--- src/hw/rtl/oss_pkg.sv ---
`timescale 1ns / 1ps
package oss_pkg;
	typedef enum logic [1:0] {
		REQ_INSERT = 2'd0,
		REQ_DELETE = 2'd1,
		REQ_COUNT  = 2'd2,
		REQ_KTH    = 2'd3
	} req_t;

	typedef enum logic [1:0] {
		ST_DONE    = 2'd0,
		ST_IGNORED = 2'd1,
		ST_FULL    = 2'd2,
		ST_BADRANK = 2'd3
	} status_t;

	// controller -> datapath commands
	typedef struct packed {
		logic load;      // capture request, reset search bounds
		logic search;    // one binary search step (read issued at mid)
		logic rd_rank;   // issue read at rank-1
		logic shift_up;  // one insert shift step
		logic shift_dn;  // one delete shift step
		logic put_key;   // write key at pos, count++
		logic dec_count; // count--
		logic start_up;  // set shift pointer for insert
		logic start_dn;  // set shift pointer for delete
		logic rd_pos;    // read entry at pos
	} cmd_t;

	// datapath -> controller status
	typedef struct packed {
		logic search_done;
		logic found;
		logic full;
		logic rank_ok;
		logic shift_done;
	} stat_t;
endpackage

--- src/hw/rtl/oss_ctrl.sv ---
`timescale 1ns / 1ps
module oss_ctrl import oss_pkg::*; (
	input  logic       clk,
	input  logic       arst_n,
	input  logic       in_valid,
	output logic       in_ready,
	input  logic [1:0] req_type,
	output logic       out_valid,
	input  logic       out_ready,
	input  stat_t      stat,
	output cmd_t       cmd,
	output logic [1:0] res_status,
	output logic       res_load
);
	typedef enum logic [3:0] {
		S_IDLE, S_SEARCH, S_RDPOS, S_DECIDE, S_RANK, S_RANKW,
		S_SHUP, S_SHDN, S_PUT, S_OUT
	} state_t;

	state_t state_q;
	req_t   req_q;
	logic   ovalid_q;

	assign in_ready  = (state_q == S_IDLE) && !ovalid_q;
	assign out_valid = ovalid_q;

	always_comb begin
		cmd = '0;
		res_load = 1'b0;
		res_status = ST_DONE;
		case (state_q)
			S_IDLE:   cmd.load = in_valid && in_ready;
			S_SEARCH: cmd.search = 1'b1;
			S_RDPOS:  cmd.rd_pos = 1'b1;
			S_DECIDE: begin
				case (req_q)
					REQ_INSERT: begin
						if (stat.found)     begin res_load = 1'b1; res_status = ST_IGNORED; end
						else if (stat.full) begin res_load = 1'b1; res_status = ST_FULL; end
						else cmd.start_up = 1'b1;
					end
					REQ_DELETE: begin
						if (!stat.found) begin res_load = 1'b1; res_status = ST_IGNORED; end
						else cmd.start_dn = 1'b1;
					end
					default: res_load = 1'b1;
				endcase
			end
			S_RANK:   cmd.rd_rank = stat.rank_ok;
			S_RANKW: begin
				res_load = 1'b1;
				res_status = stat.rank_ok ? ST_DONE : ST_BADRANK;
			end
			S_SHUP:   cmd.shift_up = 1'b1;
			S_SHDN:   cmd.shift_dn = 1'b1;
			S_PUT: begin
				res_load = 1'b1;
				if (req_q == REQ_INSERT) cmd.put_key = 1'b1;
				else cmd.dec_count = 1'b1;
			end
			default: ;
		endcase
	end

	always_ff @(posedge clk or negedge arst_n) begin
		if (!arst_n) begin
			state_q  <= S_IDLE;
			req_q    <= REQ_INSERT;
			ovalid_q <= 1'b0;
		end else begin
			if (ovalid_q && out_ready) ovalid_q <= 1'b0;
			case (state_q)
				S_IDLE: if (in_valid && in_ready) begin
					req_q   <= req_t'(req_type);
					state_q <= (req_t'(req_type) == REQ_KTH) ? S_RANK : S_SEARCH;
				end
				S_SEARCH: if (stat.search_done) state_q <= S_RDPOS;
				S_RDPOS:  state_q <= S_DECIDE;
				S_DECIDE: begin
					if (res_load) state_q <= S_OUT;
					else if (req_q == REQ_INSERT) state_q <= S_SHUP;
					else state_q <= S_SHDN;
				end
				S_RANK:  state_q <= S_RANKW;
				S_RANKW: state_q <= S_OUT;
				// shift loops: test done on read half, write half commits
				S_SHUP: if (stat.shift_done) state_q <= S_PUT;
				S_SHDN: if (stat.shift_done) state_q <= S_PUT;
				S_PUT:  state_q <= S_OUT;
				S_OUT: begin
					ovalid_q <= 1'b1;
					state_q  <= S_IDLE;
				end
				default: state_q <= S_IDLE;
			endcase
		end
	end
endmodule

--- config.mk ---
export PLATFORM = sky130hd
export DESIGN_NAME = oss_ctrl
export DESIGN_NICKNAME = d
export VERILOG_FILES = /design/src/hw/rtl/oss_pkg.sv /design/src/hw/rtl/oss_ctrl.sv
export SDC_FILE = /design/constraint.sdc
export NUM_CORES = 1
export LEC_CHECK = 0
export BUFFER_PORTS_ARGS = -buffer_cell sky130_fd_sc_hd__buf_2
export CAP_MARGIN = 20
export CORE_AREA = 2 2 39 41
export CTS_BUF_LIST = sky130_fd_sc_hd__clkbuf_8
export CTS_CLUSTER_SIZE = 28
export DETAILED_ROUTE_END_ITERATION = 8
export DIE_AREA = 0 0 41 43
export PLACE_DENSITY = 0.81
export SLEW_MARGIN = 20
export SYNTH_ARGS = -nofsm -noshare
export SYNTH_HDL_FRONTEND = slang
export SYNTH_SLANG_ARGS = --single-unit
--- constraint.sdc ---
create_clock -name clk -period 3.35 [get_ports clk]
set_input_delay 0.67 -clock clk [delete_from_list [all_inputs] [get_ports clk]]
set_output_delay 0.67 -clock clk [all_outputs]
set_load 0.03 [all_outputs]
Yosys cells after proc, flatten, opt, wreduce, memory -nomap -nowiden
Index checks and enable logic that the tools add are counted.
{ "classes": {"reduce_logical": 11, "n_eq_ne": 14, "n_mux": 35} }
{ "op_table": {"columns": ["op", "n"], "rows": [
  ["one-hot mux 4 bit (7 select lines)", 1],
  ["two-way mux 1 bit", 20],
  ["equality test 4 x 3 -> 1 bit, second input constant", 4],
  ["two-way mux 4 bit", 4],
  ["two-way mux 2 bit", 5],
  ["equality test 4 x 2 -> 1 bit, second input constant", 2],
  ["equality test 4 bit, second input constant", 2],
  ["one-hot mux 2 bit (2 select lines)", 2],
  ["equality test 4 x 1 -> 1 bit, second input constant", 1],
  ["logical NOT 4 bit", 1],
  ["inequality test 2 x 1 -> 1 bit, second input constant", 2],
  ["one-hot mux 1 bit (2 select lines)", 2],
  ["OR reduction 2 bit", 2],
  ["logical AND 1 bit", 3],
  ["two-way mux 3 bit", 1],
  ["AND reduction 3 bit", 1],
  ["equality test 2 x 1 -> 1 bit, second input constant", 1],
  ["equality test 2 bit, second input constant", 1],
  ["logical NOT 2 bit", 1],
  ["inequality test 2 bit, second input constant", 1],
  ["AND reduction 2 bit", 1],
  ["nonzero test 2 bit", 1],
  ["logical NOT 1 bit", 1]
]} }
{ "word_totals": {"elab_cells": 63, "ff_bits": 7, "out_inout_bits": 15} }

Depth between registers and ports, before layout
{ "logic_depth": {"depth_word": 6, "depth_mapped": 5, "mapped_depth_nobuf": 4} }

Worst setup path after synthesis
Ideal clock, no wire load.
{ "synth_path": {"kind": "input to output", "startpoint": "input port stat[3] (netlist name)", "endpoint": "output port res_load", "arrival_time_ns": 1.704, "n_path_buf": 0, "cell_stages": 3, "path_slack_ns": 0.976, "path_cell_list": "or4_4 > o21a_2 > a211o_1"} }
{ "synth_via": {"elab_chain_cells": 3} }
{ "synth_rtl": {"columns": ["item", "line", "source"], "rows": [
  ["start: declaration", "oss_ctrl.sv:10", "input stat_t stat,"],
  ["two-way mux 1 bit, on equally long branches", "oss_ctrl.sv:43, oss_ctrl.sv:38", null],
  ["one-hot mux 1 bit (2 select lines) (*)", "oss_ctrl.sv:36", "case (req_q)"],
  ["one-hot mux 1 bit (2 select lines) (*)", "oss_ctrl.sv:31", "case (state_q)"],
  ["end: declaration", "oss_ctrl.sv:13", "output logic res_load"]
]} }
Every way passes the cells marked *; elsewhere a longest branch is shown, timed or not.

Worst setup path after layout
Ends and elaborated chain as after synthesis.

==> impl_metrics.env <==
export IMPL_fin_crit_sh_pct=77.7
export IMPL_tns_ns=0
export IMPL_worst_pin_slew_ns=0.488
export IMPL_overflow=0
export IMPL_ioPinCount=26
export IMPL_antenna_left=0
export IMPL_met3_usage_pct=9.42
export IMPL_drc=0
export IMPL_period_needed_ns=2.60
export IMPL_routabilityCongestion=0.846
export IMPL_clock_sinks=7
export IMPL_synthFlopType="dfrtp_1"
export IMPL_vias_per_cell=5.87
export IMPL_path_cells="buf_2, or4_4, o21a_2, a211o_1, buf_2"
export IMPL_dpl_hpwl_mm=1.15
export IMPL_yosysSeqAreaShare_pct=29.6
export IMPL_clkTransAtPathRegs_ns=0.04
export IMPL_pre_cts_slack_ns=0.753
export IMPL_drv_cap=0
export IMPL_grt_antenna_before_repair=0
export IMPL_num_vias=657
export IMPL_avgSynthCellArea_um2=8.45
export IMPL_max_freq_ghz=0.384
export IMPL_grt_pass1_wl_mm=2.30
export IMPL_ctsRootBufferMaster="clkbuf_8"
export IMPL_cts_hold_buffers_added=0
export IMPL_path_max_fanout=4
export IMPL_drtIter0Drc=20
export IMPL_syn_to_final_growth_pct=29.0
export IMPL_grt_pass1_vias=526
export IMPL_drive_above_1_share_pct=36.5
export IMPL_cts_buffers=3
export IMPL_max_slew_margin_pct=67.5
export IMPL_die_area_um2=1760
export IMPL_grtUsageMet1_pct=27.8
export IMPL_path_buf_inv=2
export IMPL_cp_end_kind="primary output"
export IMPL_fin_skew_ns=0.000467
export IMPL_start_util_pct=42.8
export IMPL_peakVddDrop_v=0.000517
export IMPL_cts_resized_gates=0
export IMPL_cts_tree="yes"
export IMPL_slowest_delay_ns=0.49
export IMPL_start_kind="primary input"
export IMPL_min_path_type="primary input to async pin"
export IMPL_async_flop_share_pct=100
export IMPL_required_ns=2.68
export IMPL_critical_path_class="primary input to primary output"
export IMPL_grt_util_met2_pct=25.9
export IMPL_p_per_area_nw_per_um2=1000
export IMPL_worst_slack_ns=0.746
export IMPL_core_region_area_um2=1380
export IMPL_io_buffers=25
export IMPL_ys_seq_elements=7
export IMPL_synth_edf_count=0
export IMPL_crit_family="simple AND/OR/NAND/NOR gates"
export IMPL_finalSetupViolCount=0
export IMPL_finalHoldViolations=0
export IMPL_wire_per_inst_um=13.4
export IMPL_power_uw=767
export IMPL_cts_setup_buffers=0
export IMPL_syn_cell_area_um2=592
export IMPL_crit_top_cell="buf_2"
export IMPL_wirelength_mm=1.50
export IMPL_die_w_um=41
export IMPL_synth_warnings=0
export IMPL_cp_slowest_cell="or4_4"
export IMPL_rsz0062_at_grt="no"
export IMPL_yosysUniqueCellTypes=33
export IMPL_std_cell_rows=14
export IMPL_layout_nets=108
export IMPL_syn_nets=81
export IMPL_outcome="complete, no violations"
export IMPL_firstDrtPassIters=4
export IMPL_busiest_layer="met1"
export IMPL_grt_use_total_pct=19.1
export IMPL_synthCells=70
export IMPL_ctsLongestPathBuffers=2
export IMPL_p_leak_nw=0.384
export IMPL_h_tree_depth=1
export IMPL_grt_max_degree=18
export IMPL_final_cell_mix="25 x buf_2, 9 x nor3_1, 8 x nor2_1, 7 x dfrtp_1, 5 x nand2_1"
export IMPL_diodes=0
export IMPL_cp_arrival_ns=1.93
export IMPL_final_common_cell="buf_2"
export IMPL_drv_slew=0
export IMPL_insertion_delay_ns=0.23
export IMPL_die_h_um=43
[report_power, final]
group	switching [mW]	internal [mW]
registers	0.0834	0.120
clock network	0.0375	0.0805
logic	0.263	0.182
total	0.384	0.383
[cells in the mapped netlist (2+ instances only)]
cell	n	area [um^2]
nand2_1	5	18.8
a211o_1	2	17.5
nor2_1	8	30.0
nand2b_1	4	25.0
or4_4	2	22.5
nor3_1	9	45.0
o32ai_1	3	26.3
o32a_1	2	20.0
dfrtp_1	7	175
mux2_4	2	30.0
inv_1	4	15.0
[cell type report]
| type | count | area, um^2 |
|---|---|---|
| timing repair buffer | 25 | 125 |
| tap | 16 | 20.0 |
| clock inverter | 1 | 5.00 |
| multi-input combinational | 56 | 382 |
| inverter | 4 | 15.0 |
| fill | 139 | 621 |
| sequential | 7 | 175 |
| clock buffer | 3 | 41.3 |
[metrics by stage]
stage	util, %	hold slack (ns)	cell area [um^2]	instances
after global placement	51.8	0.503	717	108
after CTS	55.2	0.265	763	112
final	55.2	0.266	763	112
after detailed placement	51.8	0.507	717	108
after floorplan	-	0.374	592	70
after global routing	55.2	0.273	763	112
[worst paths after layout]
kind | slack [ns] | end | cells past startpoint | start
max | 0.75 | res_load | 5 | stat[3]
max reg2reg | 1.55 | state_q[0] | 4 | req_q[1]
min reg2reg | 0.58 | out_valid | 2 | out_valid
min in group clk | 0.58 | out_valid | 2 | out_valid
max in group asynchronous | 2.93 | state_q[1] | 1 | arst_n
min | 0.27 | req_q[1] | 1 | arst_n
[worst register-to-register path, cell delays in order, from the launching register on]
cell and delay (ns):
dfrtp_1 0.45, or4_4 0.58, o21a_2 0.16, a2111oi_2 0.39
o21ai_1 0.11
[sequential cells by signal, indices dropped and copies added (netlist names)]
signal,flops
state_q,4
out_valid,1
req_q,2
[logic make-up after synthesis]
| kind of cell | after synthesis | share of synthesized area [%] |
|---|---|---|
| AOI/OAI and AO/OA | 18 | 25.2 |
| xor gates and xnor gates | 1 | 1.48 |
| muxes | 2 | 5.07 |
| DFF | 7 | 29.6 |
| buffers and inverters | 7 | 5.92 |
| and+or+nand+nor | 35 | 32.8 |
[routing by layer]
metal,share of wire (%),vias to the layer above
li1,-,322
met1,45,302
met2,45,33
met3,10,0
met4,0,0
met5,0,-
No activity file was read; power rests on OpenSTA's default activity.
